**config.mk**
```make
export PLATFORM = sky130hd
export DESIGN_NAME = amwrr_queue
export DESIGN_NICKNAME = d
export VERILOG_FILES = /design/src/hdl/associative_memory_write_random_replace_top_defines.svh /design/src/hdl/amwrr_pkg.sv /design/src/hdl/amwrr_queue.sv
export SDC_FILE = /design/constraint.sdc
export NUM_CORES = 1
export LEC_CHECK = 0
export ABC_AREA = 1
export ABC_CLOCK_PERIOD_IN_PS = 9800
export BUFFER_PORTS_ARGS = -buffer_cell sky130_fd_sc_hd__buf_4
export CELL_PAD_IN_SITES_DETAIL_PLACEMENT = 0
export CELL_PAD_IN_SITES_GLOBAL_PLACEMENT = 1
export CORE_AREA = 5 5 260 135
export CTS_CLUSTER_SIZE = 8
export DETAILED_ROUTE_END_ITERATION = 8
export DIE_AREA = 0 0 265 140
export PLACE_DENSITY = 0.81
export SLEW_MARGIN = 20
export SYNTH_ARGS = -nofsm -noshare
export SYNTH_HDL_FRONTEND = slang
export SYNTH_SLANG_ARGS = --single-unit
```
**constraint.sdc**
```tcl
create_clock -name clock -period 9.8 [get_ports clock]
set_input_delay 1.96 -clock clock [delete_from_list [all_inputs] [get_ports clock]]
set_output_delay 1.96 -clock clock [all_outputs]
set_load 0.05 [all_outputs]
```
**src/hdl/associative_memory_write_random_replace_top_defines.svh**
```systemverilog
// ----------------------------------------------------------------------------
// Associative memory write: assertion macros
// Shared assertion forms, clocked on clock and disabled during reset.
// ----------------------------------------------------------------------------
`ifndef ASSOCIATIVE_MEMORY_WRITE_RANDOM_REPLACE_TOP_DEFINES_SVH
`define ASSOCIATIVE_MEMORY_WRITE_RANDOM_REPLACE_TOP_DEFINES_SVH

// Same-cycle implication.
`define AMWRR_ASSERT_IMPL(label, ante, cons, msg) \
   label: assert property (@(posedge clock) disable iff (reset) (ante) |-> (cons)) \
      else $error(msg);

// Next-cycle implication.
`define AMWRR_ASSERT_NEXT(label, ante, cons, msg) \
   label: assert property (@(posedge clock) disable iff (reset) (ante) |=> (cons)) \
      else $error(msg);

`endif

```
**src/hdl/amwrr_pkg.sv**
```systemverilog
// ----------------------------------------------------------------------------
// Associative memory write package
// Sizes, field widths, register indexes and the types shared by the modules.
// ----------------------------------------------------------------------------
package amwrr_pkg;

   localparam int NEURONS      = 256;
   localparam int DEPTH        = 64;
   localparam int PATTERN_BITS = 64;
   localparam int VALUE_BITS   = 32;

   localparam int NEURON_FIELD_W  = 8;
   localparam int PATTERN_FIELD_W = 64;
   localparam int VALUE_FIELD_W   = 32;
   localparam int KIND_W          = 2;
   localparam int SLOT_FIELD_W    = 6;
   localparam int CSR_DATA_W      = 7;
   localparam int CSR_INDEX_W     = 2;

   localparam int NEURON_W = (NEURONS > 1) ? $clog2(NEURONS) : 1;
   localparam int SLOT_W   = (DEPTH > 1) ? $clog2(DEPTH) : 1;
   localparam int ENT_W    = $clog2(DEPTH + 1);
   localparam int ADDR_W   = NEURON_W + SLOT_W;
   localparam int WORDS    = NEURONS * (1 << SLOT_W);

   localparam int                 LFSR_BITS   = 16;
   localparam int                 LFSR_CNT_W  = $clog2(LFSR_BITS);
   localparam logic [LFSR_BITS-1:0] LFSR_TAPS = 16'hB400;
   localparam logic [LFSR_BITS-1:0] LFSR_SEED = 16'h0001;

   localparam int QUEUE_DEPTH = 2;
   localparam int QPTR_W      = $clog2(QUEUE_DEPTH);

   localparam logic [CSR_INDEX_W-1:0] CSR_ENTRIES_IN_USE    = 2'd0;
   localparam logic [CSR_INDEX_W-1:0] CSR_PATTERN_BITS_USED = 2'd1;

   localparam logic [CSR_DATA_W-1:0] ENTRIES_RESET      = 7'd64;
   localparam logic [CSR_DATA_W-1:0] PATTERN_BITS_RESET = 7'd64;

   typedef enum logic [KIND_W-1:0] {
      KIND_MATCH   = 2'd0,
      KIND_FILL    = 2'd1,
      KIND_REPLACE = 2'd2
   } write_kind_type;

   typedef struct packed {
      logic [NEURON_W-1:0]     neuron;
      logic [PATTERN_BITS-1:0] pattern;
      logic [VALUE_BITS-1:0]   value;
      logic [PATTERN_BITS-1:0] cmask;
      logic [ENT_W-1:0]        entries;
   } item_type;

endpackage

```
**src/hdl/amwrr_queue.sv**
```systemverilog
// ----------------------------------------------------------------------------
// Associative memory write work queue
// Short first-in first-out buffer of work items between front and back end.
// ----------------------------------------------------------------------------
module amwrr_queue (
   input  logic                clock,
   input  logic                reset,
   input  logic                push,
   input  amwrr_pkg::item_type push_item,
   output logic                full,
   input  logic                pop,
   output amwrr_pkg::item_type head,
   output logic                empty
);

   amwrr_pkg::item_type                  slots_ff [amwrr_pkg::QUEUE_DEPTH];
   logic [amwrr_pkg::QPTR_W-1:0]         wr_ptr_ff;
   logic [amwrr_pkg::QPTR_W-1:0]         wr_ptr_in;
   logic [amwrr_pkg::QPTR_W-1:0]         rd_ptr_ff;
   logic [amwrr_pkg::QPTR_W-1:0]         rd_ptr_in;
   logic [amwrr_pkg::QPTR_W:0]           count_ff;
   logic [amwrr_pkg::QPTR_W:0]           count_in;

   assign full  = (count_ff == (amwrr_pkg::QPTR_W + 1)'(amwrr_pkg::QUEUE_DEPTH));
   assign empty = (count_ff == '0);
   assign head  = slots_ff[rd_ptr_ff];

   always_comb begin
      wr_ptr_in = wr_ptr_ff;
      rd_ptr_in = rd_ptr_ff;
      count_in  = count_ff;
      if (push) begin
         wr_ptr_in = wr_ptr_ff + amwrr_pkg::QPTR_W'(1);
      end
      if (pop) begin
         rd_ptr_in = rd_ptr_ff + amwrr_pkg::QPTR_W'(1);
      end
      if (push && !pop) begin
         count_in = count_ff + (amwrr_pkg::QPTR_W + 1)'(1);
      end else if (pop && !push) begin
         count_in = count_ff - (amwrr_pkg::QPTR_W + 1)'(1);
      end
   end

   always_ff @(posedge clock) begin
      if (reset) begin
         wr_ptr_ff <= '0;
         rd_ptr_ff <= '0;
         count_ff  <= '0;
      end else begin
         wr_ptr_ff <= wr_ptr_in;
         rd_ptr_ff <= rd_ptr_in;
         count_ff  <= count_in;
      end
      if (push) begin
         slots_ff[wr_ptr_ff] <= push_item;
      end
   end

endmodule

```
; ---- Yosys cells after proc, flatten, opt, wreduce, memory -nomap -nowiden
; Memory sizes are Yosys's and may differ from the RTL's. A register that Yosys moved wholly into a read port is not among the register bits.
; Index checks and enable logic that the tools add are counted.
; W data, S select, Z words.
[totals]
reg_bits = 4
latchBits = 0
ramBits = 350
rom_bits = 0
in_bits = 179
output_inout_bits = 177
word_cells = 21
memories = 1
[op_classes]
addsub = 4
multipliers = 0
div = 0
n_lt_le_gt_ge = 0
n_eq_ne = 1
n_shift = 0
mux = 6
bitwise = 0
n_reduce_logical = 6
[memory_table]
columns = memory, depth, width, rd, rd_ports_with_merged_regs, write_ports, line_no
row1 = slots_ff, 2, 175, 1, 1, 1, amwrr_queue.sv:16  ; amwrr_pkg::item_type slots_ff [amwrr_pkg::QUEUE_DEPTH];
[op_table]
columns = cell, n
row1 = $mux W1, 4
row2 = $mux W2, 2
row3 = $add A1 B1 Y1 const B, 2
row4 = $add A2 B1 Y2 const B, 1
row5 = $eq A2 B2 Y1 const B, 1
row6 = $logic_and A1 B1 Y1, 2
row7 = $logic_not A1 Y1, 2
row8 = $logic_not A2 Y1, 1
row9 = $reduce_bool A2 Y1, 1
row10 = $sub A2 B1 Y2 const B, 1

; ---- Depth between registers and ports, before layout
[logic_depth]
word_depth = 4
ltp_mapped = 8
mapped_depth_nobuf = 8

; ---- Worst setup path after synthesis
; OpenSTA, ideal clock, no wires.
[synth_path]
path_kind = in2reg
startpoint = input push
endpoint = memory slots_ff[0][0] (netlist bit), enable pin
setup_ns = 0.717
arrival_ns = 9.315
required_time_ns = 9.083
setup_slack_ns = -0.232
cell_stages = 2
path_buffers = 0
path_cell_list = inv_1 nor2_1
[synth_between]
elab_chain_len = 2
[synth_rtl]
columns = item, line_no
row1 = from (decl), amwrr_queue.sv:8  ; input logic push,
row2 = $mux W1, amwrr_queue.sv:55  ; if (push) begin
row3 = $mux W1 (implied by the code), amwrr_queue.sv:56  ; slots_ff[wr_ptr_ff] <= push_item;
row4 = to (decl), amwrr_queue.sv:16
; Every way passes these cells.

==> qor.csv <==
metric,value,unit
status,finished clean,
DRT iter0 DRCs,419,
PwrDens,226,nW/um^2
RSZ-0062 raised after global routing,false,
post-CTS sizing,0,
ANT cells,0,
Hold Buf Count CTS,0,
critical hold path startpoint,rd_ptr_ff,
number of flops mapped to enable cells by yosys,350,
initial antenna violation count,0,
share of the synthesized area in the top cell type,0.815,
arrival time worst endpoint,2.85,ns
Slew Limit Headroom,0.323,
Root Driver,clkbuf_16,
Final Setup Violations,0,
final WL,28.8,mm
remaining global-route overflow,0,
Netlist cell types,16,
top-count cell post-synth,edfxtp_1,
final setup TNS,0,ns
clk_skew,0.0113,ns
Core ar.,32600,sq um
Slew Limit Fails,0,
GRT Total Usage,0.149,
Mean Syn Cell Area,22.4,sq um
Synth area leaders,"edfxtp_1, mux2_2, buf_6",
"slowest stage cell, crit path",buf_4,
first drt pass iteration count,4,
Starting Density,0.396,
Rows,47,
Min-Delay Path Class,flip-flop to flip-flop,
Die Y,140,um
Leakage,6.45,nW
mapped cell area,12900,sq um
total number of vias,6709,
Area growth syn-to-layout,34.2,%
crit path kind,flip-flop to output port,
clk buf depth,3,
CTS Buf Count,50,
I/O pin count,356,
Final Util,0.532,
H-Tree Depth,2,
fmax,0.208,GHz
I/O Buffers,355,
# clock sinks,355,
final period utilization,0.491,
final hold viol count,0,
Crit path max-delay family,buffers and inverters,
layout cells sized above 1,0.604,
Max stage delay on crit path,0.80,ns
dpl hpwl,19.2,mm
total power,0.00391,W
GPL Wtd Cong,0.773,
cell taking the most area after synthesis,edfxtp_1,
startpoint types,flip-flop,
post-synthesis async set-or-reset flop share,0,
worst path cell trace,buf_4 > mux2_2 > buf_4,
post-synthesis sequential area ratio,0.822,
worst slew pin tran,1.02,ns
Post-CTS Setup Bufs,0,
CP endpoint kind,output port,
CP required,7.84,ns
vias in the first global route,7203,
Die ar.,37100,sq um
first-pass GRT wire length,43.3,mm
Gate Count Post-Synth,577,
pre-CTS setup slack,5.46,ns
Tmin final,4.81,ns
Max-Cap Viols,0,
setup ws final,4.99,ns
largest net degree at the start of global routing,71,
Die X,265,um
Buf/Inv on CP,2,
mean number of vias per cell,4.71,
Remaining DRCs,0,
Post-synth top cells,"edfxtp_1, mux2_2, buf_6",
WL/cell,20.2,um
Post-Syn Nets,757,
CTS tree,done,
worst r2r src,wr_ptr_ff,
"CTS clk-pin slew, worst paths",0.05,ns
Seq cells post-synth,355,
final net count,1152,
worst-skew pair later-pin latency,0.54,ns
crit-path most repeated cell,buf_4,
Synth Flop Type,edfxtp_1,
Yosys warning total,0,
crit-path max FO,70,
antenna-violating nets left,0,
VDD IR max,118,uV
cells in the final DEF, fill, tap and decap left out, drive strengths merged:
cell      netlist  routed
clkinv          0       1
inv             9      11
clkbuf          0      59
dfxtp           5       5
nand3           1       1
clkinvlp        0       1
nor2            7       7
xnor2           1       1
nand4           1       1
nand2           5       5
ha              1       1
buf            19     362
o21ai           1       1
edfxtp        350     350
a21oi           1       1
mux2          175     175
nor3            1       1
stage by stage:
step                      hold slack [ns]  instances  instance area [sq um]
after CTS                           0.522       1424                  17300
after global routing                0.556       1424                  17300
after detailed placement            0.509       1361                  16000
after floorplan                     0.480        577                  12900
final                               0.522       1424                  17300
after global placement              0.493       1361                  16000
cell families (layout without fill, tap and decap cells):
kind of cell | count (synthesis) | in the layout | share of synthesized area
adders and majority gates | 1 | 1 | 0.000970
xor gates and xnor gates | 1 | 1 | 0.000679
buffers and inverters | 28 | 434 | 0.0177
AOI/OAI and AO/OA | 2 | 2 | 0.000775
and+or+nand+nor | 15 | 15 | 0.00475
DFF | 355 | 355 | 0.822
muxes | 175 | 175 | 0.153
area by class of cell:
cell class | count | area (sq um)
Clock buffer | 59 | 1280
Clock inverter | 4 | 41.3
Fill cell | 2637 | 15300
Inverter | 9 | 38.8
Multi-Input combinational cell | 194 | 2070
Sequential cell | 355 | 10600
Tap cell | 441 | 552
Timing Repair Buffer | 362 | 2720
layer usage:
| layer | routed length, um | vias to the layer above | GRT usage |
|---|---|---|---|
| li1 | - | 3061 | - |
| met1 | 13100 | 3362 | 0.212 |
| met2 | 13100 | 242 | 0.227 |
| met3 | 2220 | 44 | 0.0491 |
| met4 | 414 | 0 | 0.0310 |
| met5 | 0 | - | 0 |
state kept, by name, summed over array words and instances, names as in the netlist, named ones only:
signal	cells
rd_ptr_ff	1
wr_ptr_ff	1
slots_ff	350
count_ff	2
path summary, 6_finish.rpt:
kind	end	slack, ns	cells after the start
min	flip-flop	0.52	2
max	head[137]	4.99	3
min reg2reg	flip-flop	0.52	2
max reg2reg	slots_ff[0][38]	7.26	3
power by group:
part | switching [W] | internal, W | leakage, nW | total, W
logic | 0.000419 | 0.000219 | 2.48 | 0.000638
clock network | 0.000576 | 0.000907 | 0.643 | 0.00148
registers | 0.0000228 | 0.00176 | 3.33 | 0.00179
worst reg2reg max path: stages (launching register included):
cell and delay [ns]:
dfxtp_1 0.34, nor2_4 0.54, buf_4 0.45, buf_4 0.76
(Power assumes the default switching activity.)
