<file path="config.mk">
export PLATFORM = sky130hd
export DESIGN_NAME = amwrr_front
export DESIGN_NICKNAME = d
export VERILOG_FILES = /design/src/hdl/associative_memory_write_random_replace_top_defines.svh /design/src/hdl/amwrr_pkg.sv /design/src/hdl/amwrr_front.sv
export SDC_FILE = /design/constraint.sdc
export NUM_CORES = 1
export LEC_CHECK = 0
export BUFFER_PORTS_ARGS = -buffer_cell sky130_fd_sc_hd__buf_4
export CORE_MARGIN = 2
export CORE_UTILIZATION = 44
export DETAILED_ROUTE_END_ITERATION = 8
export GPL_TIMING_DRIVEN = 0
export PLACE_DENSITY = 0.76
export SYNTH_ARGS = -nofsm -noshare
export SYNTH_HDL_FRONTEND = slang
export SYNTH_SLANG_ARGS = --single-unit
</file>
<file path="constraint.sdc">
create_clock -name clock -period 9.2 [get_ports clock]
set_input_delay 1.38 -clock clock [delete_from_list [all_inputs] [get_ports clock]]
set_output_delay 1.38 -clock clock [all_outputs]
set_load 0.02 [all_outputs]
</file>
<file path="src/hdl/associative_memory_write_random_replace_top_defines.svh">
// ----------------------------------------------------------------------------
// Associative memory write: assertion macros
// Shared assertion forms, clocked on clock and disabled during reset.
// ----------------------------------------------------------------------------
`ifndef ASSOCIATIVE_MEMORY_WRITE_RANDOM_REPLACE_TOP_DEFINES_SVH
`define ASSOCIATIVE_MEMORY_WRITE_RANDOM_REPLACE_TOP_DEFINES_SVH

// Same-cycle implication.
`define AMWRR_ASSERT_IMPL(label, ante, cons, msg) \
   label: assert property (@(posedge clock) disable iff (reset) (ante) |-> (cons)) \
      else $error(msg);

// Next-cycle implication.
`define AMWRR_ASSERT_NEXT(label, ante, cons, msg) \
   label: assert property (@(posedge clock) disable iff (reset) (ante) |=> (cons)) \
      else $error(msg);

`endif

</file>
<file path="src/hdl/amwrr_pkg.sv">
// ----------------------------------------------------------------------------
// Associative memory write package
// Sizes, field widths, register indexes and the types shared by the modules.
// ----------------------------------------------------------------------------
package amwrr_pkg;

   localparam int NEURONS      = 256;
   localparam int DEPTH        = 64;
   localparam int PATTERN_BITS = 64;
   localparam int VALUE_BITS   = 32;

   localparam int NEURON_FIELD_W  = 8;
   localparam int PATTERN_FIELD_W = 64;
   localparam int VALUE_FIELD_W   = 32;
   localparam int KIND_W          = 2;
   localparam int SLOT_FIELD_W    = 6;
   localparam int CSR_DATA_W      = 7;
   localparam int CSR_INDEX_W     = 2;

   localparam int NEURON_W = (NEURONS > 1) ? $clog2(NEURONS) : 1;
   localparam int SLOT_W   = (DEPTH > 1) ? $clog2(DEPTH) : 1;
   localparam int ENT_W    = $clog2(DEPTH + 1);
   localparam int ADDR_W   = NEURON_W + SLOT_W;
   localparam int WORDS    = NEURONS * (1 << SLOT_W);

   localparam int                 LFSR_BITS   = 16;
   localparam int                 LFSR_CNT_W  = $clog2(LFSR_BITS);
   localparam logic [LFSR_BITS-1:0] LFSR_TAPS = 16'hB400;
   localparam logic [LFSR_BITS-1:0] LFSR_SEED = 16'h0001;

   localparam int QUEUE_DEPTH = 2;
   localparam int QPTR_W      = $clog2(QUEUE_DEPTH);

   localparam logic [CSR_INDEX_W-1:0] CSR_ENTRIES_IN_USE    = 2'd0;
   localparam logic [CSR_INDEX_W-1:0] CSR_PATTERN_BITS_USED = 2'd1;

   localparam logic [CSR_DATA_W-1:0] ENTRIES_RESET      = 7'd64;
   localparam logic [CSR_DATA_W-1:0] PATTERN_BITS_RESET = 7'd64;

   typedef enum logic [KIND_W-1:0] {
      KIND_MATCH   = 2'd0,
      KIND_FILL    = 2'd1,
      KIND_REPLACE = 2'd2
   } write_kind_type;

   typedef struct packed {
      logic [NEURON_W-1:0]     neuron;
      logic [PATTERN_BITS-1:0] pattern;
      logic [VALUE_BITS-1:0]   value;
      logic [PATTERN_BITS-1:0] cmask;
      logic [ENT_W-1:0]        entries;
   } item_type;

endpackage

</file>
<file path="src/hdl/amwrr_front.sv">
// ----------------------------------------------------------------------------
// Associative memory write front end
// Holds the configuration registers, takes in request beats and turns them
// into work items with the neuron, compare mask and entry count resolved.
// ----------------------------------------------------------------------------
module amwrr_front (
   input  logic                                 clock,
   input  logic                                 reset,
   input  logic                                 start,
   output logic                                 busy,
   input  logic [amwrr_pkg::NEURON_FIELD_W-1:0] req_neuron_index,
   input  logic [amwrr_pkg::PATTERN_FIELD_W-1:0] req_pattern,
   input  logic signed [amwrr_pkg::VALUE_FIELD_W-1:0] req_associated_value,
   input  logic                                 csr_we,
   input  logic [amwrr_pkg::CSR_INDEX_W-1:0]    csr_index,
   input  logic [amwrr_pkg::CSR_DATA_W-1:0]     csr_wdata,
   output logic                                 push,
   output amwrr_pkg::item_type                  push_item,
   input  logic                                 queue_full
);

   logic [amwrr_pkg::CSR_DATA_W-1:0]   entries_ff;
   logic [amwrr_pkg::CSR_DATA_W-1:0]   entries_in;
   logic [amwrr_pkg::CSR_DATA_W-1:0]   pbits_ff;
   logic [amwrr_pkg::CSR_DATA_W-1:0]   pbits_in;
   logic                               valid_ff;
   logic                               valid_in;
   amwrr_pkg::item_type                item_ff;
   amwrr_pkg::item_type                item_in;
   logic                               accept;
   logic [amwrr_pkg::CSR_DATA_W-1:0]   cmp_bits;
   logic [amwrr_pkg::ENT_W-1:0]        ent;

   assign accept = start && !valid_ff;
   assign busy   = valid_ff;
   assign push   = valid_ff && !queue_full;
   assign push_item = item_ff;

   always_comb begin
      entries_in = entries_ff;
      pbits_in   = pbits_ff;
      if (csr_we) begin
         unique case (csr_index)
            amwrr_pkg::CSR_ENTRIES_IN_USE:    entries_in = csr_wdata;
            amwrr_pkg::CSR_PATTERN_BITS_USED: pbits_in   = csr_wdata;
            default: ;
         endcase
      end
   end

   always_comb begin
      if (pbits_ff > amwrr_pkg::CSR_DATA_W'(amwrr_pkg::PATTERN_BITS)) begin
         cmp_bits = amwrr_pkg::CSR_DATA_W'(amwrr_pkg::PATTERN_BITS);
      end else begin
         cmp_bits = pbits_ff;
      end
      if (entries_ff == '0) begin
         ent = amwrr_pkg::ENT_W'(1);
      end else if (entries_ff > amwrr_pkg::CSR_DATA_W'(amwrr_pkg::DEPTH)) begin
         ent = amwrr_pkg::ENT_W'(amwrr_pkg::DEPTH);
      end else begin
         ent = amwrr_pkg::ENT_W'(entries_ff);
      end
   end

   always_comb begin
      item_in = item_ff;
      if (accept) begin
         item_in.neuron  = req_neuron_index[amwrr_pkg::NEURON_W-1:0];
         item_in.pattern = req_pattern[amwrr_pkg::PATTERN_BITS-1:0];
         item_in.value   = req_associated_value[amwrr_pkg::VALUE_BITS-1:0];
         item_in.entries = ent;
         if (cmp_bits >= amwrr_pkg::CSR_DATA_W'(amwrr_pkg::PATTERN_BITS)) begin
            item_in.cmask = '1;
         end else begin
            item_in.cmask = (amwrr_pkg::PATTERN_BITS'(1) << cmp_bits) -
                            amwrr_pkg::PATTERN_BITS'(1);
         end
      end
      if (valid_ff) begin
         valid_in = !push;
      end else begin
         valid_in = accept;
      end
   end

   always_ff @(posedge clock) begin
      if (reset) begin
         entries_ff <= amwrr_pkg::ENTRIES_RESET;
         pbits_ff   <= amwrr_pkg::PATTERN_BITS_RESET;
         valid_ff   <= 1'b0;
      end else begin
         entries_ff <= entries_in;
         pbits_ff   <= pbits_in;
         valid_ff   <= valid_in;
      end
      item_ff <= item_in;
   end

endmodule

</file>
* After elaboration in Yosys (flattened, before gate mapping)
Cells that the tools add are included.
Storage, ports and cells: flip-flop bits (word level) 190, logic and storage cells 28, output and inout port bits 177
Operators by class: reduce and logical (&&, ||, !) cells 10, $lt $le $gt $ge 3, shift operators 1, $add $sub $neg 1, muxes and demuxes 3, equality and inequality tests 1
Operators by type and width (count):
- left shift 1 x 7 -> 64 bit, first input constant | 1
- subtractor 64 x 2 -> 64 bit, second input constant | 1
- > comparator 7 bit, second input constant | 2
- two-way mux 7 bit | 2
- greater-or-equal comparator 7 bit, second input constant | 1
- logical NOT 7 bit | 1
- AND reduction 2 bit | 2
- logical NOT 1 bit | 3
- equality test 2 x 1 -> 1 bit, second input constant | 1
- logical AND 1 bit | 2
- logical NOT 2 bit | 1
- OR reduction 2 bit | 1
- two-way mux 1 bit | 1

* Logic depth before layout (Yosys ltp)
Gate-level depths: netlist of run 1.
depth after elaboration 4, mapped depth 12, mapped depth without buffers 9

* Least setup slack after synthesis of run 1
OpenSTA, ideal clock, no wires.
path kind in2reg, from input start, to register item_ff (netlist bit push_item[0]), enable pin, buffers on the path 0, arrival 8.967 ns, slack -0.498 ns, cell stages on the path 1, data required time 8.469 ns, cells stage by stage nor2b_1
On the way: cells in the longest elaborated chain, start to end 1
RTL lines:
- start, declared | RTL line amwrr_front.sv:9 | input logic start,
- logical AND 1 bit | RTL line amwrr_front.sv:34 | assign accept = start && !valid_ff;
- end signal, assigned | RTL line amwrr_front.sv:97 | item_ff <= item_in;
- end, declared | RTL line amwrr_front.sv:28 | amwrr_pkg::item_type item_ff;
No other way between the ends. A chain may end at the register's enable or synchronous reset.

* Final worst setup path of run 1
from register pbits_ff[5] (netlist bit), to register item_ff (netlist bit push_item[61]), data pin
On the way: cells in the longest elaborated chain, start to end 4
RTL lines:
- start, declared | RTL line amwrr_front.sv:24 | logic [amwrr_pkg::CSR_DATA_W-1:0] pbits_ff;
- start signal, assigned | RTL line amwrr_front.sv:90 | pbits_ff <= amwrr_pkg::PATTERN_BITS_RESET;
- start signal, assigned | RTL line amwrr_front.sv:94 | pbits_ff <= pbits_in;
- > comparator 7 bit | RTL line amwrr_front.sv:52 | if (pbits_ff > amwrr_pkg::CSR_DATA_W'(amwrr_pkg::PATTERN_BITS)) begin
- two-way mux 7 bit (*) | RTL line amwrr_front.sv:52
- left shift 1 x 7 -> 64 bit | RTL line amwrr_front.sv:76 | item_in.cmask = (amwrr_pkg::PATTERN_BITS'(1) << cmp_bits) -
- subtractor 64 x 2 -> 64 bit | RTL line amwrr_front.sv:76
Mark *: on every way between the ends. The rest lies on a longest branch, timed or not.

==> results of run 1 <==
[cells by family after synthesis]
group                      after synthesis  share of synthesized area [%]
and+or+nand+nor                        203                           13.3
DFF                                    190                           71.7
AOI/OAI and AO/OA                      100                           8.93
buffers and inverters                   45                           2.71
muxes                                   14                           1.81
xor gates and xnor gates                12                           1.36
adders and majority gates                1                          0.161
[routing by layer]
layer  vias to the layer above  global-route usage, %  share of wire [%]
met5                         -                      0                  0
met4                         0                   14.1                4.6
met3                        73                   6.15                9.4
met2                       361                   40.9                 49
met1                      2885                   31.0                 37
li1                       2750                      -                  -
[sequential cells by signal, summed over array words and instances, names as in the netlist]
name	flops
busy	1
entries_ff	7
pbits_ff	7
push_item	175
[path summary, 6_finish.rpt]
check / start / cells after the start / endpoint / slack (ns)
worst max-delay path: pbits_ff[5]$_SDFFE_PP0P_ / 10 / push_item[61]$_SDFFCE_PP1P_ / 5.47
worst min-delay path: entries_ff[0]$_SDFFE_PP0P_ / 2 / entries_ff[0]$_SDFFE_PP0P_ / 0.51
worst max register to register: pbits_ff[5]$_SDFFE_PP0P_ / 10 / push_item[61]$_SDFFCE_PP1P_ / 5.47
worst min register to register: entries_ff[0]$_SDFFE_PP0P_ / 2 / entries_ff[0]$_SDFFE_PP0P_ / 0.51
[layout by cell type (no fill, tap or decap), types with 3 or more instances in the layout]
master | netlist | layout
sky130_fd_sc_hd__a211oi_1 | 6 | 6
sky130_fd_sc_hd__clkbuf_16 | 0 | 17
sky130_fd_sc_hd__nand3_1 | 14 | 14
sky130_fd_sc_hd__o21ai_1 | 6 | 6
sky130_fd_sc_hd__buf_1 | 3 | 3
sky130_fd_sc_hd__edfxtp_1 | 175 | 175
sky130_fd_sc_hd__and3_1 | 6 | 6
sky130_fd_sc_hd__dfxtp_1 | 15 | 15
sky130_fd_sc_hd__mux2i_1 | 14 | 14
sky130_fd_sc_hd__nand4_1 | 3 | 3
sky130_fd_sc_hd__nor4_2 | 3 | 3
sky130_fd_sc_hd__and2_1 | 4 | 4
sky130_fd_sc_hd__xnor2_1 | 11 | 11
sky130_fd_sc_hd__buf_4 | 4 | 298
sky130_fd_sc_hd__or2_2 | 3 | 3
sky130_fd_sc_hd__o211ai_1 | 5 | 5
sky130_fd_sc_hd__a31oi_1 | 12 | 12
sky130_fd_sc_hd__nor2b_1 | 21 | 20
sky130_fd_sc_hd__a211o_1 | 4 | 4
sky130_fd_sc_hd__o21ai_0 | 14 | 14
sky130_fd_sc_hd__inv_1 | 8 | 8
sky130_fd_sc_hd__clkbuf_1 | 16 | 17
sky130_fd_sc_hd__inv_8 | 0 | 4
sky130_fd_sc_hd__nor2_1 | 64 | 64
sky130_fd_sc_hd__clkinv_4 | 0 | 4
sky130_fd_sc_hd__diode_2 | 0 | 4
sky130_fd_sc_hd__buf_12 | 0 | 5
sky130_fd_sc_hd__a21oi_1 | 24 | 24
sky130_fd_sc_hd__nor3_1 | 15 | 15
sky130_fd_sc_hd__nor3_2 | 3 | 3
sky130_fd_sc_hd__buf_2 | 9 | 9
sky130_fd_sc_hd__a31o_1 | 3 | 3
sky130_fd_sc_hd__nand2_1 | 49 | 49
sky130_fd_sc_hd__nand2b_1 | 4 | 4
[metrics by stage]
stage | hold slack [ns] | power [W] | util, %
3_5_place_dp | 0.497 | 0.00127 | 60.0
3_3_place_gp | 0.487 | 0.00127 | 59.4
4_1_cts | 0.515 | 0.00196 | 63.3
5_1_grt | 0.562 | 0.00202 | 63.3
2_1_floorplan | 0.461 | 0.00115 | -
6_report | 0.509 | 0.00195 | 63.3
[cell type report]
class	count	share of cell area (%)
flip-flops and latches	190	50.9
repair buffers	299	21.1
multi-input cells	330	18.2
clock buffers	18	3.93
well taps	225	2.58
plain buffers	34	1.55
clock inverters	14	1.19
inverters	11	0.378
diodes	4	0.0917
[power by group through the flow]
stage               Combinational [W]  Clock (W)  Sequential, W
floorplan                   0.0000721          0        0.00108
global placement             0.000240          0        0.00103
detailed placement           0.000250          0        0.00102
CTS                          0.000252   0.000704        0.00101
global route                 0.000268   0.000739        0.00101
finish                       0.000252   0.000694        0.00101
[worst max-delay path: stages, from the launching register on]
cell                       delay, ns
sky130_fd_sc_hd__dfxtp_1        0.35
sky130_fd_sc_hd__buf_4          0.18
sky130_fd_sc_hd__clkbuf_1       0.44
sky130_fd_sc_hd__clkbuf_1       0.54
sky130_fd_sc_hd__nor2_1         0.22
sky130_fd_sc_hd__o211ai_1       0.16
sky130_fd_sc_hd__ha_1           0.37
sky130_fd_sc_hd__o211ai_4       0.21
sky130_fd_sc_hd__nor4b_4        0.67
sky130_fd_sc_hd__a211o_1        0.22
sky130_fd_sc_hd__nand3_1        0.07
==> impl_table.tex, run 1 <==
\begin{tabular}{lr}
\hline
Metric & Value \\
\hline
\multicolumn{2}{l}{\textbf{Detailed routing}} \\
\quad Detail-routed via count per cell & 5.39 \\
\quad WL final & 24000 um \\
\quad Detailed-router iteration count before antenna repair & 5 \\
\quad Drt drc & 0 \\
\quad Via count & 6069 \\
\quad Detailed-route wire length per cell & 21.4 um \\
\quad Antenna viol nets, final & 0 \\
\quad Initial DRC Count & 630 \\
\multicolumn{2}{l}{\textbf{Clock tree}} \\
\quad TritonCTS buffer count & 17 \\
\quad Sink count of the clock tree & 190 \\
\quad CTS root buf & sky130\_fd\_sc\_hd\_\_clkbuf\_16 \\
\quad Post\_cts resized & 0 \\
\quad Buffers inserted during post-CTS setup optimization & 0 \\
\quad Clock tree from TritonCTS & built \\
\quad Maximum clock insertion buffer count & 2 \\
\quad Post-CTS Hold Fix Bufs & 0 \\
\quad Clock transition at the registers of the reported paths & 0.07 ns \\
\quad Number of H-tree levels & 4 \\
\quad Skew-Pair Late Insertion Delay & between 0.4 and 0.5 ns \\
\multicolumn{2}{l}{\textbf{Logic synthesis}} \\
\quad Largest cells by area after synthesis & sky130\_fd\_sc\_hd\_\_edfxtp\_1, sky130\_fd\_sc\_hd\_\_dfxtp\_1, sky130\_fd\_sc\_hd\_\_nor2\_1 \\
\quad Library cells used by synthesis & just under 70 \\
\quad Sequential cell area fraction in the yosys report & 71.7\% \\
\quad Portion of synthesized cell area occupied by the leading cell type & 67.8\% \\
\quad Most frequently used cell type in the post-synthesis netlist & sky130\_fd\_sc\_hd\_\_edfxtp\_1 \\
\quad Top cell type by total area after synthesis & sky130\_fd\_sc\_hd\_\_edfxtp\_1 \\
\quad Number of synthesized flops with an enable pin & 175 \\
\quad Async set-reset flop share out of synthesis & 0\% \\
\quad Number of nets in the synthesized netlist & 684 \\
\quad Synth Flop Type & sky130\_fd\_sc\_hd\_\_edfxtp\_1 \\
\quad Ranking of synthesized cells by instance count & sky130\_fd\_sc\_hd\_\_edfxtp\_1, sky130\_fd\_sc\_hd\_\_nor2\_1, sky130\_fd\_sc\_hd\_\_nand2\_1, sky130\_fd\_sc\_hd\_\_a21oi\_1, sky130\_fd\_sc\_hd\_\_nor2b\_1 \\
\quad Cell area after synthesis & 0.00775 mm\^{}2 \\
\quad Syn Inst Count & 565 \\
\quad Yosys Warn Count & 0 \\
\quad Flip-flop and latch count after synthesis & 190 \\
\quad Synthesized area divided by synthesized cell count & 13.7 um\^{}2 \\
\multicolumn{2}{l}{\textbf{Timing}} \\
\quad Max Clk Rate & roughly 270 MHz \\
\quad Sum Neg Setup Slack & 0 ns \\
\quad Crit path setup slack, layout & 5.47 ns \\
\quad Worst clock skew on the final layout & between 0.015 and 0.02 ns \\
\quad Shortest clock period the worst path allows after layout & 3.73 ns \\
\quad Final setup violation count & 0 \\
\quad Final Max Slew Viols & 0 \\
\quad Setup repair after global routing missed its margin & no \\
\quad Number of endpoints with negative hold slack in the final report & 0 \\
\quad Actual transition at the worst max-transition pin & between 0.8 and 0.9 ns \\
\quad Final cycle utilization of the critical path & 40.5\% \\
\quad Worst slew margin relative to its limit & 43.3\% \\
\multicolumn{2}{l}{\textbf{Placement}} \\
\quad Hpwl dp & between 15000 and 20000 um \\
\quad Post-placement worst setup slack & 5.61 ns \\
\quad Post-place instance area & about 0.010 mm\^{}2 \\
\quad Port buffer count & 294 \\
\quad Placed cells & approximately 1.1k \\
\quad RePlAce Congestion & 0.951 \\
\multicolumn{2}{l}{\textbf{Cells and area}} \\
\quad FF+latch area & 0.00556 mm\^{}2 \\
\quad Number of cells in the finished layout apart from fillers & 1125 \\
\quad Number of nets in the finished design & around 1k \\
\quad Final design instance area without fill & 0.0109 mm\^{}2 \\
\quad Number of fill cells & 1338 \\
\quad Post-synthesis to final-layout area growth & 40.9\% \\
\quad Fraction of layout instances using a drive strength above 1 & 41.2\% \\
\quad Total area of multi-input combinational cells & 0.00199 mm\^{}2 \\
\multicolumn{2}{l}{\textbf{Outcome}} \\
\quad Status & finished, final reports clean \\
\multicolumn{2}{l}{\textbf{Floorplan}} \\
\quad DIE AREA & roughly 0.019 mm\^{}2 \\
\quad Starting density of the core & 45.0\% \\
\quad Ports placed on the boundary & 295 \\
\quad Die boundary height & 137 um \\
\quad Area of the core & 0.0172 mm\^{}2 \\
\quad Number of placement rows & 48 \\
\quad Die outline width & 137 um \\
\multicolumn{2}{l}{\textbf{Critical path}} \\
\quad CP Class & reg2reg \\
\quad Element type at the critical path end & flop \\
\quad Arrival time worst endpoint & 3.88 ns \\
\quad Data required time of the worst path & 9.35 ns \\
\quad Worst setup SP type & flop \\
\quad Worst Path Max Fanout & 10 \\
\multicolumn{2}{l}{\textbf{Pwr}} \\
\quad Cell leakage power & 4.12 nW \\
\quad Combinational power share & 12.9\% \\
\quad Net switching share of the total power & 25.5\% \\
\quad Worst vdd ir & 0.130 mV \\
\quad Power per cell area & 179 mW/mm\^{}2 \\
\quad Sequential cell fraction of total power & slightly above 50\% \\
\quad Share of total power in the clock network & 35.6\% \\
\quad Int Pwr & 0.00145 W \\
\quad Total net switching power & between 0.0004 and 0.0005 W \\
\multicolumn{2}{l}{\textbf{GRT}} \\
\quad GRT Resource Usage Total & 25.2\% \\
\quad Residual overflow from global routing & 0 \\
\quad Initial antenna violation count & 3 \\
\quad Via count of the first global-routing pass & 5646 \\
\quad Global-route wire length before repair & 34200 um \\
\quad Largest net degree at the start of global routing & 38 \\
\multicolumn{2}{l}{\textbf{Run}} \\
\quad Max-cap violation count & 0 \\
\multicolumn{2}{l}{\textbf{Hold path}} \\
\quad Hold crit path type & reg2reg \\
\hline
\end{tabular}
Note: power is estimated with default switching activity, not from simulation.
==> run 2: changes to the inputs <==
CORE_UTILIZATION = 49   (was 44)
PLACE_DENSITY = 0.8   (was 0.76)
clock period = 3.5 ns   (was 9.2 ns; I/O delays follow)
==> run 2 against run 1 <==
Critical path depth increased by 1. Fmax increased by 8.8%. Critical endpoint is now push_item[63]$_SDFFCE_PP1P_. Routed wire length decreased by 1.2%. Combinational power increased to 2.7 times the previous value. Clock skew decreased by 0.011 ns.
==> impl_table.tex, run 2 (same netlist as run 1, synthesis figures left out) <==
\begin{tabular}{lr}
\hline
Metric & Value \\
\hline
\multicolumn{2}{l}{\textbf{Outcome}} \\
\quad Status & finished, final reports clean \\
\multicolumn{2}{l}{\textbf{Critical path}} \\
\quad Data required time of the worst path & 3.65 ns (-5.70 ns) \\
\quad Critical path's top delay family & buffers and inverters \\
\quad CP Class & reg2reg \\
\quad Worst Path Max Fanout & 10 (unchanged) \\
\quad Arrival time worst endpoint & 3.58 ns (-0.30 ns) \\
\quad Element type at the critical path end & flop \\
\quad Worst setup SP type & flop \\
\quad CP peak stage delay & 0.43 ns (-0.24 ns) \\
\quad Worst path bufs/invs & 4 (+1) \\
\quad Flop-to-flop setup slack & 0.07 ns (-5.40 ns) \\
\quad Cell-by-cell listing of the critical path & buf\_4 > clkbuf\_1 > clkbuf\_2 > nor2\_1 > o211ai\_1 > ha\_1 > o211ai\_4 > buf\_6 > nor2\_2 > o2111a\_1 > o21ai\_1 \\
\quad Highest-delay cell along the critical path & sky130\_fd\_sc\_hd\_\_clkbuf\_1 \\
\multicolumn{2}{l}{\textbf{Detailed routing}} \\
\quad Initial DRC Count & 574 (-8.9\%) \\
\quad Drt drc & 0 (unchanged) \\
\quad Detail-routed via count per cell & 5.49 (+1.7\%) \\
\quad Detailed-router iteration count before antenna repair & 5 (unchanged) \\
\quad Via count & 6087 (+0.30\%) \\
\quad Antenna viol nets, final & 0 (unchanged) \\
\quad WL final & 23700 um (-1.2\%) \\
\quad Detailed-route wire length per cell & 21.4 um (+0.24\%) \\
\multicolumn{2}{l}{\textbf{GRT}} \\
\quad Via count of the first global-routing pass & 5778 (+2.3\%) \\
\quad Largest net degree at the start of global routing & 38 (unchanged) \\
\quad Initial antenna violation count & 1 (-2) \\
\quad Global-route wire length before repair & 34100 um (-0.26\%) \\
\quad GRT Resource Usage Total & 28.1\% (+2.8 points) \\
\quad Residual overflow from global routing & 0 (unchanged) \\
\multicolumn{2}{l}{\textbf{Timing}} \\
\quad Crit path setup slack, layout & 0.0700 ns (-5.40 ns) \\
\quad Final cycle utilization of the critical path & 98.0\% (+57 points) \\
\quad Max Clk Rate & 292 MHz (+8.8\%) \\
\quad Number of endpoints with negative hold slack in the final report & 0 (unchanged) \\
\quad Shortest clock period the worst path allows after layout & 3.43 ns (-0.301 ns) \\
\quad Worst clock skew on the final layout & 0.00551 ns (-0.0105 ns) \\
\quad Sum Neg Setup Slack & 0 ns (unchanged) \\
\quad Actual transition at the worst max-transition pin & 0.786 ns (-0.0583 ns) \\
\quad Setup repair after global routing missed its margin & no \\
\quad Final Max Slew Viols & 0 (unchanged) \\
\quad Final setup violation count & 0 (unchanged) \\
\quad Worst slew margin relative to its limit & 47.2\% (+3.9 points) \\
\multicolumn{2}{l}{\textbf{Clock tree}} \\
\quad Post-CTS Hold Fix Bufs & 0 (unchanged) \\
\quad Clock transition at the registers of the reported paths & 0.07 ns (about the same) \\
\quad CTS root buf & sky130\_fd\_sc\_hd\_\_clkbuf\_16 \\
\quad Clock tree from TritonCTS & built \\
\quad Number of H-tree levels & 4 (unchanged) \\
\quad Sink count of the clock tree & 190 (unchanged) \\
\quad Maximum clock insertion buffer count & 2 (unchanged) \\
\quad TritonCTS buffer count & 17 (unchanged) \\
\quad Skew-Pair Late Insertion Delay & 0.43 ns (about the same) \\
\multicolumn{2}{l}{\textbf{Placement}} \\
\quad Post-placement worst setup slack & -0.102 ns (-5.71 ns) \\
\quad RePlAce Congestion & 0.960 (+0.90\%) \\
\quad Post-place instance area & 0.0103 mm\^{}2 (about the same) \\
\quad Hpwl dp & 17600 um (-2.5\%) \\
\quad Port buffer count & 294 (unchanged) \\
\multicolumn{2}{l}{\textbf{Run}} \\
\quad Max-cap violation count & 0 (unchanged) \\
\multicolumn{2}{l}{\textbf{Cells and area}} \\
\quad Number of nets in the finished design & 1003 (+0.10\%) \\
\quad Final design instance area without fill & 0.0110 mm\^{}2 (+0.46\%) \\
\quad Fraction of layout instances using a drive strength above 1 & 41.7\% (+0.51 points) \\
\quad Most common library cell in the layout ignoring fill and taps & sky130\_fd\_sc\_hd\_\_buf\_4 \\
\quad Utilization after layout & 71.6\% (+8.3 points) \\
\quad Post-synthesis to final-layout area growth & 41.5\% \\
\quad Most frequent cells in the layout & sky130\_fd\_sc\_hd\_\_buf\_4, sky130\_fd\_sc\_hd\_\_edfxtp\_1, sky130\_fd\_sc\_hd\_\_nor2\_1 \\
\quad Number of flip-flops in the largest register & 175 (unchanged) \\
\multicolumn{2}{l}{\textbf{Floorplan}} \\
\quad Starting density of the core & 50.6\% (+5.6 points) \\
\quad Area of the core & 0.0153 mm\^{}2 (-11\%) \\
\quad Number of placement rows & 45 (-6.3\%) \\
\quad Die boundary height & 130 um (-5.1\%) \\
\quad DIE AREA & 0.0168 mm\^{}2 (-9.9\%) \\
\quad Ports placed on the boundary & 295 (unchanged) \\
\quad Die outline width & 130 um (-5.1\%) \\
\multicolumn{2}{l}{\textbf{Pwr}} \\
\quad Total net switching power & 0.00130 W (+160\%) \\
\quad Combinational power share & 12.7\% (-0.2 points) \\
\quad Sequential cell fraction of total power & 50.1\% (-1.4 points) \\
\quad Cell leakage power & 4.15 nW (+0.69\%) \\
\quad Power per cell area & 480 mW/mm\^{}2 (+170\%) \\
\quad Worst vdd ir & 0.308 mV (+140\%) \\
\quad Int Pwr & 0.00397 W (+170\%) \\
\quad Share of total power in the clock network & 37.2\% (+1.6 points) \\
\quad Net switching share of the total power & 24.7\% (-0.80 points) \\
\multicolumn{2}{l}{\textbf{Hold path}} \\
\quad Hold crit path type & in2reg \\
\hline
\end{tabular}
run 2: power groups by stage:
stage / logic, W / clock network (W) / registers (W)
6_report: 0.000668 / 0.00196 / 0.00264
5_1_grt: 0.000708 / 0.00206 / 0.00265
4_1_cts: 0.000664 / 0.00198 / 0.00264
3_5_place_dp: 0.000661 / 0 / 0.00269
3_3_place_gp: 0.000627 / 0 / 0.00270
2_1_floorplan: 0.000190 / 0 / 0.00283
run 2: per-layer routing:
layer	track usage, %	wire [um]	vias up
met1	33.8	8570	2926
met3	6.19	2120	59
met4	13.0	908	0
met5	0	0	-
met2	48.4	12100	354
li1	-	-	2748
run 2: layout make-up:
cell class | instances | area (um^2)
inverters | 11 | 45.0
clock inverters | 15 | 179
flip-flops and latches | 190 | 5560
fillers | 1133 | 4350
repair buffers | 300 | 2330
diodes | 1 | 2.50
clock buffers | 17 | 425
plain buffers | 34 | 173
well taps | 211 | 264
multi-input cells | 330 | 1990
run 2: through the flow:
step	power [W]	cells	hold slack, ns
floorplan	0.00302	565	0.461
global placement	0.00333	1070	0.501
detailed placement	0.00335	1075	0.507
CTS	0.00528	1107	0.254
global route	0.00542	1109	0.249
finish	0.00527	1109	0.263
run 2: worst paths after layout:
kind | start | endpoint | depth (start not counted)
worst max-delay path | pbits_ff[5]$_SDFFE_PP0P_ | push_item[63]$_SDFFCE_PP1P_ | 11
worst max register to register | pbits_ff[5]$_SDFFE_PP0P_ | push_item[63]$_SDFFCE_PP1P_ | 11
worst min-delay path | req_associated_value[27] | push_item[98]$_DFFE_PP_ | 1
worst min register to register | entries_ff[1]$_SDFFE_PP0P_ | entries_ff[1]$_SDFFE_PP0P_ | 2
run 2: timing repair:
item / in CTS / in global routing
hold endpoints to repair: 0 / 0
gates resized for setup: 1 / 3
endpoints found under the setup margin: 8 / 22
gates cloned: 0 / 0
pin swaps: 1 / 1
buffers inserted: 0 / 1
==> run 3: changes to the inputs <==
CELL_PAD_IN_SITES_DETAIL_PLACEMENT = 0   (was not set)
CELL_PAD_IN_SITES_GLOBAL_PLACEMENT = 1   (was not set)
CORE_UTILIZATION = 38   (was 49)
PLACE_DENSITY = not set   (was 0.8)
PLACE_DENSITY_LB_ADDON = 0.1   (was not set)
==> run 3 against run 2 <==
Power is 1.7% lower. Non-clock buffer count is 1 lower. Routed wire length is 0.96% higher. Clock-buffer cell count stayed put. Register-to-register slack better by 0.19 ns. Core utilization is 17 points lower. Worst setup slack better by 0.19 ns. Critical path depth stayed put. Global-route usage is 6.0 points lower. Sequential share of layout area is 0.20 points lower. Cell area is 0.40% higher. Fmax is 6.0% higher.
==> impl_table.tex, run 3 (same netlist as run 1, synthesis figures left out) <==
\begin{tabular}{lr}
\hline
Metric & Value \\
\hline
\multicolumn{2}{l}{\textbf{Cells and area}} \\
\quad Number of antenna cells inserted & 0 (-1) \\
\quad Utilization after layout & 54.8\% (-17 points) \\
\quad Most common library cell in the layout ignoring fill and taps & sky130\_fd\_sc\_hd\_\_buf\_4 \\
\quad Number of nets in the finished design & 1002 (-0.10\%) \\
\quad Number of flip-flops in the largest register & 175 (unchanged) \\
\quad Post-synthesis to final-layout area growth & 42.1\% \\
\quad Most frequent cells in the layout & sky130\_fd\_sc\_hd\_\_buf\_4, sky130\_fd\_sc\_hd\_\_edfxtp\_1, sky130\_fd\_sc\_hd\_\_nor2\_1 \\
\quad Fraction of layout instances using a drive strength above 1 & 41.7\% (+0.047 points) \\
\multicolumn{2}{l}{\textbf{Timing}} \\
\quad Worst clock skew on the final layout & 0.0132 ns (+0.00769 ns) \\
\quad Shortest clock period the worst path allows after layout & 3.24 ns (-0.193 ns) \\
\quad Final Max Slew Viols & 0 (unchanged) \\
\quad Setup repair after global routing missed its margin & no \\
\quad Final setup violation count & 0 (unchanged) \\
\quad Max Clk Rate & 309 MHz (+6.0\%) \\
\quad Final cycle utilization of the critical path & 92.5\% (-5.5 points) \\
\quad Sum Neg Setup Slack & 0 ns (unchanged) \\
\quad Number of endpoints with negative hold slack in the final report & 0 (unchanged) \\
\quad Actual transition at the worst max-transition pin & 0.803 ns (+0.0174 ns) \\
\quad Crit path setup slack, layout & 0.263 ns (+0.193 ns) \\
\quad Worst hold margin & 0.263 ns (+0.000389 ns) \\
\quad Worst slew margin relative to its limit & 46.0\% (-1.2 points) \\
\multicolumn{2}{l}{\textbf{Detailed routing}} \\
\quad Detailed-router iteration count before antenna repair & 5 (unchanged) \\
\quad Via count & 5943 (-2.4\%) \\
\quad Initial DRC Count & 463 (-19\%) \\
\quad Drt drc & 0 (unchanged) \\
\quad Antenna viol nets, final & 0 (unchanged) \\
\quad WL final & 24000 um (+0.96\%) \\
\quad Detailed-route wire length per cell & 20.6 um (-4.0\%) \\
\quad Detail-routed via count per cell & 5.10 (-7.1\%) \\
\multicolumn{2}{l}{\textbf{Floorplan}} \\
\quad Area of the core & 0.0201 mm\^{}2 (+31\%) \\
\quad Die outline width & 147 um (+13\%) \\
\quad Number of placement rows & 52 (+16\%) \\
\quad Die boundary height & 147 um (+13\%) \\
\quad Starting density of the core & 38.5\% (-12 points) \\
\quad Ports placed on the boundary & 295 (unchanged) \\
\quad DIE AREA & 0.0215 mm\^{}2 (+28\%) \\
\multicolumn{2}{l}{\textbf{Critical path}} \\
\quad Worst Path Max Fanout & 10 (unchanged) \\
\quad Element type at the critical path end & flop \\
\quad Data required time of the worst path & 3.69 ns (+0.04 ns) \\
\quad CP Class & reg2reg \\
\quad Worst setup SP type & flop \\
\quad Worst reg2reg path depth & 11 (unchanged) \\
\quad Arrival time worst endpoint & 3.43 ns (-0.15 ns) \\
\multicolumn{2}{l}{\textbf{Clock tree}} \\
\quad Clock transition at the registers of the reported paths & 0.08 ns (about the same) \\
\quad Post-CTS Hold Fix Bufs & 0 (unchanged) \\
\quad Maximum clock insertion buffer count & 2 (unchanged) \\
\quad Number of H-tree levels & 4 (unchanged) \\
\quad Skew-Pair Late Insertion Delay & 0.43 ns (about the same) \\
\quad CTS root buf & sky130\_fd\_sc\_hd\_\_clkbuf\_16 \\
\quad TritonCTS buffer count & 17 (unchanged) \\
\quad Sink count of the clock tree & 190 (unchanged) \\
\quad Clock tree from TritonCTS & built \\
\multicolumn{2}{l}{\textbf{Pwr}} \\
\quad Power per cell area & 470 mW/mm\^{}2 (-2.1\%) \\
\quad Worst vdd ir & 0.314 mV (+1.9\%) \\
\quad Cell leakage power & 4.14 nW (-0.12\%) \\
\multicolumn{2}{l}{\textbf{Placement}} \\
\quad Port buffer count & 294 (unchanged) \\
\quad RePlAce Congestion & 0.902 (-6.0\%) \\
\quad Post-placement worst setup slack & -0.189 ns (-0.0879 ns) \\
\quad Hpwl dp & 18000 um (+2.3\%) \\
\multicolumn{2}{l}{\textbf{GRT}} \\
\quad Largest net degree at the start of global routing & 40 (+5.3\%) \\
\quad Residual overflow from global routing & 0 (unchanged) \\
\quad Global-route wire length before repair & 35800 um (+5.0\%) \\
\quad Via count of the first global-routing pass & 5849 (+1.2\%) \\
\quad GRT Resource Usage Total & 22.1\% (-6.0 points) \\
\quad Initial antenna violation count & 0 (-1) \\
\multicolumn{2}{l}{\textbf{Run}} \\
\quad Max-cap violation count & 0 (unchanged) \\
\multicolumn{2}{l}{\textbf{Hold path}} \\
\quad Cell depth of the worst hold path & 1 (unchanged) \\
\quad Hold crit path type & in2reg \\
\multicolumn{2}{l}{\textbf{Outcome}} \\
\quad Status & finished, final reports clean \\
\hline
\end{tabular}
==> run 3: routing by layer <==
layer  routed length, um  GRT usage (%)
met5                   0              0
met3                1700           4.72
met1                9610           27.7
met2               12200           38.4
met4                 486           6.75
==> run 3: power by group <==
group          leakage [nW]  switching, W  internal [W]
Combinational          2.21      0.000384      0.000283
Sequential             1.66     0.0000337       0.00261
Clock                 0.278      0.000920      0.000950
==> run 3: per-stage QoR <==
| stage | instance area (um^2) | power (W) | std cells |
|---|---|---|---|
| 2_1_floorplan | 7760 | 0.00302 | 565 |
| 3_3_place_gp | 10300 | 0.00334 | 1129 |
| 3_5_place_dp | 10400 | 0.00336 | 1134 |
| 4_1_cts | 11000 | 0.00523 | 1167 |
| 5_1_grt | 11000 | 0.00536 | 1166 |
| 6_report | 11000 | 0.00518 | 1166 |
==> run 3: cell type report <==
| cell class | count | area (um^2) |
|---|---|---|
| fillers | 1728 | 9100 |
| flip-flops and latches | 190 | 5560 |
| repair buffers | 300 | 2330 |
| multi-input cells | 330 | 2000 |
| clock buffers | 17 | 425 |
| well taps | 270 | 338 |
| plain buffers | 33 | 169 |
| clock inverters | 15 | 153 |
| inverters | 11 | 45.0 |
==> run 3: path summary, 6_finish.rpt <==
check	to	from	slack, ns
setup / recovery	push_item[31]$_SDFFCE_PP1P_	pbits_ff[6]$_SDFFE_PP1P_	0.26
hold / removal	push_item[109]$_DFFE_PP_	req_pattern[6]	0.26
setup reg to reg	push_item[31]$_SDFFCE_PP1P_	pbits_ff[6]$_SDFFE_PP1P_	0.26
hold reg to reg	entries_ff[0]$_SDFFE_PP0P_	entries_ff[0]$_SDFFE_PP0P_	0.52
==> run 3: worst max-delay path, stage by stage (launching register included) <==
cell	delay, ns
sky130_fd_sc_hd__dfxtp_1	0.30
sky130_fd_sc_hd__buf_2	0.24
sky130_fd_sc_hd__buf_2	0.34
sky130_fd_sc_hd__clkinvlp_4	0.33
sky130_fd_sc_hd__nand2_1	0.15
sky130_fd_sc_hd__nor2_1	0.10
sky130_fd_sc_hd__o211ai_1	0.12
sky130_fd_sc_hd__ha_1	0.37
sky130_fd_sc_hd__o211ai_4	0.20
sky130_fd_sc_hd__nor3_2	0.43
sky130_fd_sc_hd__nor4b_1	0.09
sky130_fd_sc_hd__a211o_1	0.29
==> run 3: repair_timing <==
item                                    CTS  global route
setup buffers                             1             0
pin swaps                                 1             0
endpoints found under the hold margin     0             0
gates cloned                              0             0
gates resized for setup                   2             3
endpoints found under the setup margin    8             3
